File: src/rtl/rk4sb_pkg.sv
`timescale 1ns / 1ps
package rk4sb_pkg;

  // number format and sizing
  localparam int FRAC_BITS      = 24;
  localparam int MAX_POINTS     = 64;
  localparam int MAX_ITERATIONS = 16;
  localparam int STEP_W         = $clog2(MAX_POINTS);
  localparam int ITER_W         = $clog2(MAX_ITERATIONS + 1);

  typedef logic signed [31:0] q_t;

  // fixed-point constants
  localparam logic signed [31:0] Q_ONE   = 32'sd1 <<< FRAC_BITS;
  localparam logic signed [31:0] Q_TWO   = 32'sd2 <<< FRAC_BITS;
  localparam logic signed [31:0] Q_SLOPE2 =
    32'(((64'd8 << FRAC_BITS) + 64'd5) / 64'd10);
  localparam logic [63:0] SEC_CLAMP = 64'd1 << 40;

  // configuration register indexes
  typedef enum logic [1:0] {
    CFG_START_POSITION = 2'd0,
    CFG_STEP_SIZE      = 2'd1,
    CFG_STEP_COUNT     = 2'd2,
    CFG_TOLERANCE      = 2'd3
  } cfg_index_t;

  // saturate a wide signed value to 32 bits
  function automatic q_t sat32(input logic signed [47:0] v);
    if (v > 48'sd2147483647) return 32'sh7fffffff;
    else if (v < -48'sd2147483648) return 32'sh80000000;
    else return v[31:0];
  endfunction

  // halve, truncating toward zero
  function automatic q_t half32(input q_t v);
    logic signed [32:0] t;
    t = 33'(v) + $signed({32'd0, v[31]});
    return t[32:1];
  endfunction

endpackage

File: src/rtl/rk4sb_mul.sv
`timescale 1ns / 1ps
module rk4sb_mul import rk4sb_pkg::*; (
  input  logic               clk,
  input  logic signed [32:0] a,
  input  logic signed [32:0] b,
  output logic signed [63:0] p,
  output q_t                 r
);

  localparam logic signed [64:0] RND = 65'sd1 <<< (FRAC_BITS - 1);

  logic signed [65:0] prod;
  logic signed [64:0] rnd;
  logic signed [64:0] shr;

  assign prod = a * b;
  // round to nearest, ties up, then saturate
  assign rnd = 65'(p) + RND;
  assign shr = rnd >>> FRAC_BITS;

  always_ff @(posedge clk) begin
    p <= prod[63:0];
    r <= sat32(shr[47:0]);
  end

endmodule

File: config.mk
export PLATFORM = sky130hd
export DESIGN_NAME = rk4sb_mul
export DESIGN_NICKNAME = d
export VERILOG_FILES = /design/src/rtl/rk4sb_pkg.sv /design/src/rtl/rk4sb_mul.sv
export SDC_FILE = /design/constraint.sdc
export NUM_CORES = 2
export LEC_CHECK = 0
export BUFFER_PORTS_ARGS = -buffer_cell sky130_fd_sc_hd__buf_2
export CAP_MARGIN = 20
export CELL_PAD_IN_SITES_DETAIL_PLACEMENT = 2
export CELL_PAD_IN_SITES_GLOBAL_PLACEMENT = 2
export CORE_ASPECT_RATIO = 0.75
export CORE_MARGIN = 2
export CORE_UTILIZATION = 46
export CTS_BUF_LIST = sky130_fd_sc_hd__clkbuf_2 sky130_fd_sc_hd__clkbuf_4 sky130_fd_sc_hd__clkbuf_8
export DETAILED_ROUTE_END_ITERATION = 10
export MAX_ROUTING_LAYER = met4
export PLACE_DENSITY_LB_ADDON = 0.08
export REMOVE_ABC_BUFFERS = 1
export SLEW_MARGIN = 0
export SYNTH_ARGS = -nofsm -noshare
export SYNTH_HDL_FRONTEND = slang
export SYNTH_SLANG_ARGS = --single-unit
File: constraint.sdc
create_clock -name clk -period 16.9 [get_ports clk]
set_input_delay 0.845 -clock clk [delete_from_list [all_inputs] [get_ports clk]]
set_output_delay 0.845 -clock clk [all_outputs]
set_load 0.005 [all_outputs]
==> metrics.md <==
| Metric | Value |
|---|---|
| Outcome | `complete, no violations` |
| Final core area utilization | `48.4%` |
| Effective utilization at floorplan | `46.2%` |
| Total routing usage reported by global routing | `36.5%` |
| Routed wire length | `158 mm` |
| TritonCTS clock tree | `done` |
| Cell at the root of the clock tree | `clkbuf_8` |
| Complex-gate fraction of the synthesized area | `3.72%` |
| EDFF count, synth | `0` |
| Router iterations before antenna repair | `5` |
| Max_cap viols | `0` |
| Total vias in the final route | `31000` |
| Yosys top cell by area | `fa_1` |
| Count of input and output buffers | `162` |
| Worst setup path startpoint | `a[32]` |
| Final weighted congestion in routability-driven placement | `slightly above 0.9` |
| Post-Syn Area | `between 0.04 and 0.05 mm2` |
| Post-layout instance area | `~0.043 mm2` |
| Path class of the lowest-slack min-delay path | `flop to flop` |
| Via count of the first global-routing pass | `36500` |
| Fmax | `roughly 110 MHz` |
| Aggregate negative setup slack | `0 ns` |
| Cell types with the largest area share after synthesis | `fa_1 (55%), inv_1 (10%), and2_1 (8.2%)` |
| Sort of element at the start of the critical path | `primary input` |
| Number of cell rows | `95` |
| Residual DRC count | `0` |
| R2R depth | `8` |
| Detailed placement HPWL | `127 mm` |
| Placed Instance Area | `0.0430 mm2` |
| Simple-gate area share of the yosys netlist | `15.9%` |
| Global-route wire length before repair | `241 mm` |
| Final-report hold violation count | `0` |
| Mean routed wirelength per cell | `28.2 um` |
| Number of antenna violations at the first check in global routing | `5` |
| Most used flip-flop cell after synthesis | `dfxtp_1` |
| CTS sink cnt | `96` |
| Mean post-synth cell area | `9.34 um2` |
| Crit-path slowest cell | `fa_1` |
| Die area | `0.0921 mm2` |
| Insertion delay of the later-clocked pin in the worst-skew pair | `0.42 ns` |
| Critical Setup Path Class | `primary input to flop` |
| Share of the synthesized netlist area taken by xor and xnor gates | `under 10%` |
| Number of top-level design ports | `163` |
| Top-area cell type share of the netlist area | `a little over half` |
| Arrival time of the worst setup path | `9.34 ns` |
| Count of cells along the worst hold path | `1` |
| Slew of the pin with the lowest slew margin | `between 1 and 1.5 ns` |
| Via density per instance | `approximately 5.5` |
| Clock buffer count from CTS | `9` |
| Maximum fanout count along the critical path | `32` |
| Instance count after placement with tap cells included | `roughly 5600` |
| Worst flop-to-flop path startpoint | `p[24]` |
| Die W | `350 um` |
| Minimum setup slack among reg-to-reg paths | `13.72 ns` |
| Endpoint class of the critical path | `flop` |
| Final setup vio count | `0` |
| Fraction of final layout cells sized beyond drive strength 1 | `between 5 and 6%` |
| Core region area | `0.0893 mm2` |
| Area growth from synthesis to layout | `4.65%` |
| Finished Layout Cells | `5619` |
| Largest stage delay on the critical path | `0.97 ns` |
| Overflow left after global routing | `0` |
| Total count of max-transition violations in the final report | `0` |
| Post-layout net count | `5803` |
| Worst-case hold path end point | `r[31]` |
| Starting DRC count in detailed routing | `approximately 2500` |
| Yosys warnings | `0` |
| Most Frequent Cell on Critical Path | `fa_1` |
| Shortest clock period the worst path allows after layout | `around 9.0 ns` |
| Clk slew on worst S/H paths | `~0.13 ns` |
| Post-synthesis mux area share | `0.103%` |
| Crit path required time | `roughly 17 ns` |
| Htree depth | `3` |
| CP cell instances | `buf_2, nand2_1, inv_1, fa_1, fa_1, fa_1, inv_1, fa_1, inv_1, fa_1, fa_1, fa_1, inv_1, fa_1, inv_1, ha_1, and3_1, o2111ai_1, a211o_1, o31a_1, o21a_1, o41ai_1, xnor2_1` |
| #FFs+latches synth | `96` |
| Post-synthesis cell type count | `70` |
| Die Ht | `263 um` |
| Share of the clock period used by the worst path | `53.2%` |
| Main combinational cell family by area after synthesis | `adder cells` |
| Share of async-settable or async-resettable flops after synthesis | `0%` |
| Clock Skew | `between 0.015 and 0.02 ns` |
| Number of inserted filler cells in the final layout | `just under 10000` |
| Multi-input logic area | `0.0343 mm2` |
| Reg area | `0.00192 mm2` |
| Post-CTS Setup Bufs | `0` |
| Number of hold buffers added after cts | `0` |
| FF-to-FF End | `r[8]` |
| Instance count of the mapped netlist | `4417` |
| Setup repair after global routing missed its margin | `no` |
| Adder-cell share of the synthesized area | `61.1%` |
| Post-synthesis sequential area ratio | `4.66%` |
| Launch point of the worst hold path | `p[63]` |
| ANT nets after route | `0` |
| Quantity of gates resized following cts | `0` |
| Maximum root-to-sink buffer count | `2` |
| Worst max-slew margin expressed relative to the limit | `27.0%` |
| Largest net degree at the start of global routing | `35` |
## stage by stage
step | hold slack, ns | worst slack (ns)
floorplan | 0.504 | 9.28
detailed placement | 0.565 | 7.54
finish | 0.582 | 7.90
global route | 0.620 | 7.53
CTS | 0.585 | 8.00
global placement | 0.571 | 7.70
## cells by family after synthesis
kind of cell	count (synthesis)
buffers and inverters	1335
XOR/XNOR	110
adder cells (fa/ha/maj)	1338
flip-flops	96
AND/OR/NAND/NOR	1292
multiplexers	4
AO/OA/AOI/OAI	242
## sequential cells by signal, indices dropped and copies added, names as in the netlist
signal,flops
p,64
r,32
## cell usage after synthesis (4+ instances only)
library cell,n
o21ai_0,47
nand2b_1,14
inv_1,1112
ha_1,213
nor2_1,42
and2_1,544
o21ai_1,21
o21a_1,10
nand4_1,21
xnor2_1,64
nand2_1,575
nor2b_1,28
clkbuf_1,215
o21bai_1,13
o31ai_1,4
a211oi_1,8
fa_1,1125
nor4_1,4
and3_1,8
a21oi_1,65
nand3_1,23
and4_1,7
a211o_1,5
clkbuf_2,4
nor3_1,9
a31oi_1,7
dfxtp_1,96
xor2_1,46
a21o_1,25
## critical path: cells and delay by family
family	cells	cell delay (ns)
buffers and inverters	6	1.23
AOI/OAI and AO/OA	5	1.43
xor gates and xnor gates	1	0.17
adders and majority gates	9	5.12
and+or+nand+nor	2	0.48
## worst max path at each step
stage / endpoint / slack (ns) / cells after the start
after floorplan: p[61] / 9.28 / 23
after global placement: p[57] / 7.70 / 23
after detailed placement: p[57] / 7.54 / 23
after CTS: p[57] / 8.00 / 23
after global routing: p[58] / 7.53 / 24
final: p[57] / 7.90 / 23
## metal layers
metal | up-vias | routed length [um] | part of all wire (%) | global-route usage [%]
li1 | 12600 | - | - | -
met1 | 16900 | 72100 | 46 | 54.2
met2 | 1407 | 67500 | 43 | 52.4
met3 | 141 | 16600 | 10 | 7.96
met4 | 0 | 2040 | 1.3 | 5.20
met5 | - | 0 | 0 | -
## final cells by class
type / instances / share of cell area (%)
tap: 1212 / 3.51
clock inverter: 7 / 0.200
clock buffer: 9 / 0.287
timing repair buffer: 193 / 2.42
multi-input combinational: 2986 / 79.4
sequential: 96 / 4.45
antenna: 4 / 0.0232
inverter: 1112 / 9.67
## cells in the final DEF (no fill, tap or decap), drive strengths merged, types with 4 or more instances in the layout
cell type and n:
and2 544, o31ai 5, a211oi 8, clkinv 5
buf 193, nor4 4, inv 1114, and4 7
nor2 42, a21o 25, diode 4, a211o 5
o21ai 71, and3 9, a21oi 65, nor2b 28
fa 1125, o21bai 13, nand2 576, ha 213
nand4 22, xor2 46, o21a 10, clkbuf 9
a31oi 7, xnor2 64, dfxtp 96, nand3 24
nor3 11, nand2b 14
Power is not shown: default switching activity piles up to over one toggle a cycle in this logic, so the estimate is an artifact.
