`src/rtl/rk4sb_pkg.sv`:
```
`timescale 1ns / 1ps
package rk4sb_pkg;

  // number format and sizing
  localparam int FRAC_BITS      = 24;
  localparam int MAX_POINTS     = 64;
  localparam int MAX_ITERATIONS = 16;
  localparam int STEP_W         = $clog2(MAX_POINTS);
  localparam int ITER_W         = $clog2(MAX_ITERATIONS + 1);

  typedef logic signed [31:0] q_t;

  // fixed-point constants
  localparam logic signed [31:0] Q_ONE   = 32'sd1 <<< FRAC_BITS;
  localparam logic signed [31:0] Q_TWO   = 32'sd2 <<< FRAC_BITS;
  localparam logic signed [31:0] Q_SLOPE2 =
    32'(((64'd8 << FRAC_BITS) + 64'd5) / 64'd10);
  localparam logic [63:0] SEC_CLAMP = 64'd1 << 40;

  // configuration register indexes
  typedef enum logic [1:0] {
    CFG_START_POSITION = 2'd0,
    CFG_STEP_SIZE      = 2'd1,
    CFG_STEP_COUNT     = 2'd2,
    CFG_TOLERANCE      = 2'd3
  } cfg_index_t;

  // saturate a wide signed value to 32 bits
  function automatic q_t sat32(input logic signed [47:0] v);
    if (v > 48'sd2147483647) return 32'sh7fffffff;
    else if (v < -48'sd2147483648) return 32'sh80000000;
    else return v[31:0];
  endfunction

  // halve, truncating toward zero
  function automatic q_t half32(input q_t v);
    logic signed [32:0] t;
    t = 33'(v) + $signed({32'd0, v[31]});
    return t[32:1];
  endfunction

endpackage

```
`src/rtl/rk4sb_div.sv`:
```
`timescale 1ns / 1ps
module rk4sb_div import rk4sb_pkg::*; (
  input  logic               clk,
  input  logic               rst,
  input  logic               start,
  input  logic signed [63:0] num,
  input  logic signed [33:0] den,
  output logic               busy,
  output logic               done,
  output logic [63:0]        qmag,
  output logic               qneg
);

  logic [63:0] nmag;
  logic [33:0] dmag_in;
  logic [33:0] dmag;
  logic [63:0] dvd;
  logic [34:0] rem;
  logic [34:0] rem_sh;
  logic        fits;
  logic [6:0]  cnt;

  assign nmag    = num[63] ? (~num + 64'd1) : num;
  assign dmag_in = den[33] ? (~den + 34'd1) : den;
  assign rem_sh  = {rem[33:0], dvd[63]};
  assign fits    = rem_sh >= {1'b0, dmag};

  // restoring divide on magnitudes, one quotient bit a cycle
  always_ff @(posedge clk) begin
    if (rst) begin
      busy <= 1'b0;
      done <= 1'b0;
    end else begin
      done <= 1'b0;
      if (start) begin
        busy <= 1'b1;
        cnt  <= 7'd64;
        dvd  <= nmag;
        dmag <= dmag_in;
        rem  <= '0;
        qmag <= '0;
        qneg <= num[63] ^ den[33];
      end else if (busy) begin
        dvd  <= {dvd[62:0], 1'b0};
        rem  <= fits ? (rem_sh - {1'b0, dmag}) : rem_sh;
        qmag <= {qmag[62:0], fits};
        cnt  <= cnt - 7'd1;
        if (cnt == 7'd1) begin
          busy <= 1'b0;
          done <= 1'b1;
        end
      end
    end
  end

endmodule

```
`config.mk`:
```
export PLATFORM = sky130hd
export DESIGN_NAME = rk4sb_div
export DESIGN_NICKNAME = d
export VERILOG_FILES = /design/src/rtl/rk4sb_pkg.sv /design/src/rtl/rk4sb_div.sv
export SDC_FILE = /design/constraint.sdc
export NUM_CORES = 1
export LEC_CHECK = 0
export BUFFER_PORTS_ARGS = -buffer_cell sky130_fd_sc_hd__buf_2
export CAP_MARGIN = 30
export CORE_UTILIZATION = 30
export DETAILED_ROUTE_END_ITERATION = 16
export GPL_ROUTABILITY_DRIVEN = 0
export GPL_TIMING_DRIVEN = 0
export MAX_ROUTING_LAYER = met4
export PLACE_DENSITY = 0.51
export RECOVER_POWER = 50
export REMOVE_ABC_BUFFERS = 1
export SETUP_SLACK_MARGIN = 0.5
export SLEW_MARGIN = 30
export SYNTH_ARGS = -nofsm -noshare
export SYNTH_HDL_FRONTEND = slang
export SYNTH_SLANG_ARGS = --single-unit
```
`constraint.sdc`:
```
create_clock -name clk -period 21.6 [get_ports clk]
set_clock_uncertainty 0.1 [all_clocks]
set_input_delay 4.32 -clock clk [delete_from_list [all_inputs] [get_ports clk]]
set_output_delay 4.32 -clock clk [all_outputs]
set_load 0.02 [all_outputs]
```
==> metrics.txt, run 1 <==
run status=complete, but fails checks; failing checks=max-capacitance violations, max-slew violations; Initial DRT Pass Iterations=5; clock-pin slew on the worst setup and hold paths=0.05 ns; initial DRC count=407; Design Area, Final=14300 um2; Finish-stage setup viols=0; die extent in x=202 um; EDFF count, synth=204; Crit-path slowest cell=clkbuf_1; Vias/cell=4.88; most frequent CP cell=clkbuf_1; # clock sinks=206; WP depth=5; core area=39000 um2; die area=40600 um2; power per standard cell area=80.3 nW/um2; hold bufs inserted after CTS=0; count leader, synth=edfxtp_1; DP Worst Slack=13.89 ns; post-layout power=0.00115 W; clk_lat worst skew=0.55 ns; Synth Area in Compound Gates=0.130; Resize count post-CTS=0; total gr overflow=0; vias in the first global route=8752; setup bufs post-CTS=0; period utilization=0.498; adder-cell share of the synthesized area=0.0414; WP data arrival=10.90 ns; startpoint types=input pin; Rows=72; RSZ-0062 raised after global routing=no; Max Slew Vio Count=334; Final Hold Viols=0; worst vdd ir=45.0 uV; Crit Path Category=input pin to flip-flop; number of remaining DRC errors=0; Placed Instance Area=13700 um2; Syn Area/Cell=10.6 um2; fin nets=1432; Global Route Usage Sum=0.146; Post-Synthesis Cell Area=12000 um2; Distinct cells, synth=67; Yosys top cell area share=0.512; TritonCTS clock tree=done; crit path max fanout=79; total I/O pin count=168; critical path's largest stage delay=2.15 ns; Synth area leaders=edfxtp_1 (51%), xor2_1 (4.8%), xnor2_1 (4.2%); initial antenna violation count=4; FF-to-FF setup slack=17.83 ns; Vias=8950; Filler cells=3976; Pleak=5.31 nW; HP Class=flip-flop to flip-flop; Root Driver=clkbuf_16; simple logic cell fraction of the synthesized area=0.171; setup ws final=10.85 ns; Yosys top cell by area=edfxtp_1; synth warn=0; Mapped Cells=1127; Worst Path Required=21.75 ns; Top FF cell, synth=edfxtp_1; routed wire length=29000 um; Max Clock Freq=93.0 MHz; ordered cell list for the critical path=clkbuf_1 -> clkbuf_1 -> clkinv_1 -> nor2_4 -> buf_16; first-pass GRT wire length=46600 um; Seq/Total Area, Yosys=0.516; ys async rst share=0; Routed WL per cell=15.8 um; Layout area overhead=19.4%; WP buf/inv=4; DP Wirelength=21000 um; H-tree depth=1; Final ANT Viol Nets=0; worst reg2reg path depth=12; Commonest cells post-synth=edfxtp_1 (204), nor2_1 (124), a21oi_1 (97), nor2b_1 (67), xor2_1 (65); FF+latch count, synth=206; largest net degree at the start of global routing=93; total CTS buffers=27; Final TNS setup=0 ns; fin util=0.366; die height=202 um; MaxCap Viol Count=5; Slew headroom=-1.48; crit path time final=10.75 ns; multi-input logic area=5430 um2; register area=6170 um2; port buffer count=167; CP delay by family, top=buffers and inverters; Hold Path Depth=1; buffer levels on the longest clock path=3; Synth Area in XOR/XNOR=0.0894; combinational family with the most area after synthesis=simple AND/OR/NAND/NOR gates; share of cells above drive strength 1=0.152; Setup crit end kind=flip-flop; initial core utilization=0.306; post-synthesis mux area share=0.0204; transition time of the tightest slew-check pin=3.72 ns
cell families (layout without fill, tap and decap cells):
kind of cell / count (synthesis) / in the layout
AO/OA/AOI/OAI: 246 / 246
XOR/XNOR: 122 / 122
adder cells (fa/ha/maj): 39 / 39
buffers and inverters: 97 / 282
flip-flops: 206 / 206
multiplexers: 24 / 24
other: 0 / 5
AND/OR/NAND/NOR: 393 / 393
per-layer routing:
metal | GRT usage | up-vias | wire length [um]
li1 | - | 4463 | -
met5 | - | - | 0
met2 | 0.225 | 171 | 13200
met1 | 0.191 | 4266 | 13600
met3 | 0.0277 | 50 | 1310
met4 | 0.0479 | 0 | 856
where the power goes:
| part | internal (W) | total (W) | switching, W |
|---|---|---|---|
| registers | 0.000480 | 0.000491 | 0.0000113 |
| clock network | 0.000251 | 0.000426 | 0.000174 |
| logic | 0.0000930 | 0.000229 | 0.000136 |
| total | 0.000825 | 0.00115 | 0.000321 |
worst reg2reg max path: cells and delay by family (launching register included):
| kind | cells | cell delay [ns] |
|---|---|---|
| adders and majority gates | 1 | 0.43 |
| buffers and inverters | 3 | 0.64 |
| and+or+nand+nor | 4 | 0.65 |
| DFF | 1 | 0.39 |
| AOI/OAI and AO/OA | 3 | 1.04 |
| muxes | 1 | 0.19 |
stage by stage:
stage | hold WS (ns) | cells
3_3_place_gp | 0.399 | 1764
4_1_cts | 0.417 | 1830
3_5_place_dp | 0.403 | 1781
5_1_grt | 0.437 | 1834
2_1_floorplan | 0.398 | 1079
6_report | 0.417 | 1835
cells in the final DEF (no fill, tap or decap), types with 5 or more instances in the layout:
cell type / n
edfxtp_1: 204
nor2_1: 123
buf_2: 120
a21oi_1: 97
nor2b_1: 67
xor2_1: 65
nand2_1: 63
xnor2_1: 57
clkbuf_1: 57
inv_1: 48
o21ai_0: 41
ha_1: 38
o31ai_1: 30
clkbuf_16: 27
nand3_1: 25
mux2i_1: 21
or3_1: 18
nor3_1: 14
or4_1: 14
a211oi_1: 12
a21o_1: 12
nand4_1: 11
o41ai_1: 11
and2_1: 10
clkinv_1: 9
o21bai_1: 8
nor4_1: 7
and3_1: 7
buf_16: 6
diode_2: 5
nand2b_1: 5
a31oi_1: 5
o211ai_1: 5
flip-flops by register name, indices dropped and copies added (netlist names):
register  cells
dvd          64
qmag         64
dmag         34
rem          34
cnt           7
busy          1
done          1
qneg          1
cell type report:
| cell class | count | area share |
|---|---|---|
| timing repair buffer | 184 | 0.0705 |
| antenna | 5 | 0.000876 |
| multi-input combinational | 824 | 0.380 |
| clock inverter | 18 | 0.00999 |
| inverter | 49 | 0.0129 |
| clock buffer | 31 | 0.0484 |
| tap | 518 | 0.0454 |
| sequential | 206 | 0.432 |
path summary, 6_finish.rpt:
check                from        to
hold reg to reg      busy      done
setup / recovery    start  dmag[17]
hold / removal       busy      done
setup reg to reg  rem[13]   rem[19]
No activity file was read; power rests on OpenSTA's default activity.
==> run 2, diff against run 1 <==
--- a/config.mk
+++ b/config.mk
@@ -12,7 +12,7 @@
 export GPL_ROUTABILITY_DRIVEN = 0
 export GPL_TIMING_DRIVEN = 0
 export MAX_ROUTING_LAYER = met4
-export PLACE_DENSITY = 0.51
+export PLACE_DENSITY = 0.53
 export RECOVER_POWER = 50
 export REMOVE_ABC_BUFFERS = 1
 export SETUP_SLACK_MARGIN = 0.5
==> constraint.sdc (replaced) <==
create_clock -name clk -period 8.64 [get_ports clk]
set_clock_uncertainty 0.1 [all_clocks]
set_input_delay 1.728 -clock clk [delete_from_list [all_inputs] [get_ports clk]]
set_output_delay 1.728 -clock clk [all_outputs]
set_load 0.02 [all_outputs]
==> metrics.txt, run 2 (synthesis gave the netlist of run 1 again) <==
run status=complete, but fails checks; failing checks=max-capacitance violations, max-slew violations; Max Slew Vio Count=160; reg2reg start=rem[12]; Vias/cell=4.91; crit path max fanout=57; vias in the first global route=8746; total gr overflow=0; power per standard cell area=200 nW/um2; Critical R2R Capture=rem[3]; H-tree depth=1; buffer levels on the longest clock path=3; Final ANT Viol Nets=0; FF-to-FF setup slack=4.66 ns; commonest non-fill, non-tap cell in the layout=edfxtp_1; most frequent cells in the layout=edfxtp_1 (204), nor2_1 (123), buf_2 (117); port buffer count=167; Final Hold Viols=0; transition time of the tightest slew-check pin=2.95 ns; routed wire length=29000 um; MaxCap Viol Count=3; Setup crit end kind=flip-flop; clk_lat worst skew=0.54 ns; Placed Instance Area=13700 um2; die height=202 um; DP Worst Slack=3.51 ns; Layout area overhead=20.2%; setup bufs post-CTS=0; die area=40600 um2; crit path from=start; RSZ-0062 raised after global routing=no; HP Class=flip-flop to flip-flop; Finish-stage setup viols=0; TritonCTS clock tree=done; worst reg2reg path depth=13; die extent in x=202 um; first-pass GRT wire length=46900 um; Hold Path Depth=1; share of cells above drive strength 1=0.153; Root Driver=clkbuf_16; initial core utilization=0.306; Global Route Usage Sum=0.147; core area=39000 um2; Crit Path Category=input pin to flip-flop; clock-pin slew on the worst setup and hold paths=0.06 ns; total I/O pin count=168; Slew headroom=-0.964; # clock sinks=206; Initial DRT Pass Iterations=5; initial DRC count=388; period utilization=0.711; Rows=72; initial antenna violation count=6; Worst Path Required=8.78 ns; Max Clock Freq=163 MHz; Vias=9002; crit path time final=6.14 ns; Pleak=5.36 nW; Resize count post-CTS=0; Regs by FF count=dvd (64), qmag (64); WHS=0.412 ns; Filler cells=3926; Design Area, Final=14400 um2; worst vdd ir=100 uV; DP Wirelength=21000 um; largest net degree at the start of global routing=89; setup ws final=2.50 ns; hold bufs inserted after CTS=0; fin nets=1432; WP data arrival=6.28 ns; number of remaining DRC errors=0; startpoint types=input pin; Critical Path End=qmag[20]; Routed WL per cell=15.8 um; total CTS buffers=26
==> run 2: changes by cell type in the layout (fill, tap and decap cells not counted), sizes merged <==
cell	previous run	this run
clkinv	14	10
clkinvlp	2	0
clkbuf	84	87
buf	131	132
diode	5	6
==> run 2: layer usage <==
layer | GRT usage | share of wire | up-vias
li1 | - | - | 4476
met5 | - | 0 | -
met2 | 0.224 | 0.45 | 158
met3 | 0.0295 | 0.047 | 47
met1 | 0.195 | 0.47 | 4321
met4 | 0.0468 | 0.027 | 0
==> run 2: critical path, cell delays in order <==
cell and delay, ns:
clkbuf_1 2.03, nor2_1 0.25, nor2_1 0.70, buf_16 0.24, clkbuf_1 1.04, buf_16 0.24
==> run 2: area by class of cell <==
class / instances / area [um2] / share of cell area
timing repair buffer: 185 / 1100 / 0.0764
antenna: 6 / 15.0 / 0.00104
clock buffer: 34 / 722 / 0.0502
clock inverter: 12 / 109 / 0.00758
multi-input combinational: 824 / 5430 / 0.378
sequential: 206 / 6170 / 0.429
inverter: 49 / 184 / 0.0128
tap: 518 / 648 / 0.0451
==> run 2: stage by stage <==
stage | util | power [W] | instances | TNS, ns
final | 0.368 | 0.00288 | 1834 | 0
after global placement | 0.340 | 0.00183 | 1764 | -1443.15
after floorplan | - | 0.00164 | 1079 | -161.04
after detailed placement | 0.350 | 0.00183 | 1782 | 0
after CTS | 0.371 | 0.00293 | 1828 | 0
after global routing | 0.368 | 0.00303 | 1834 | 0
==> run 2: how the worst min path moves through the flow <==
stage / from / end / slack [ns]
2_1_floorplan: dvd[62] / dvd[63] / 0.40
4_1_cts: busy / done / 0.41
3_5_place_dp: busy / done / 0.39
6_report: busy / done / 0.41
3_3_place_gp: busy / done / 0.40
5_1_grt: busy / done / 0.43
==> run 2: power by group <==
group	switching, W	leakage [nW]	internal, W
Combinational	0.000340	2.97	0.000235
Clock	0.000429	0.412	0.000643
Sequential	0.0000288	1.97	0.00120
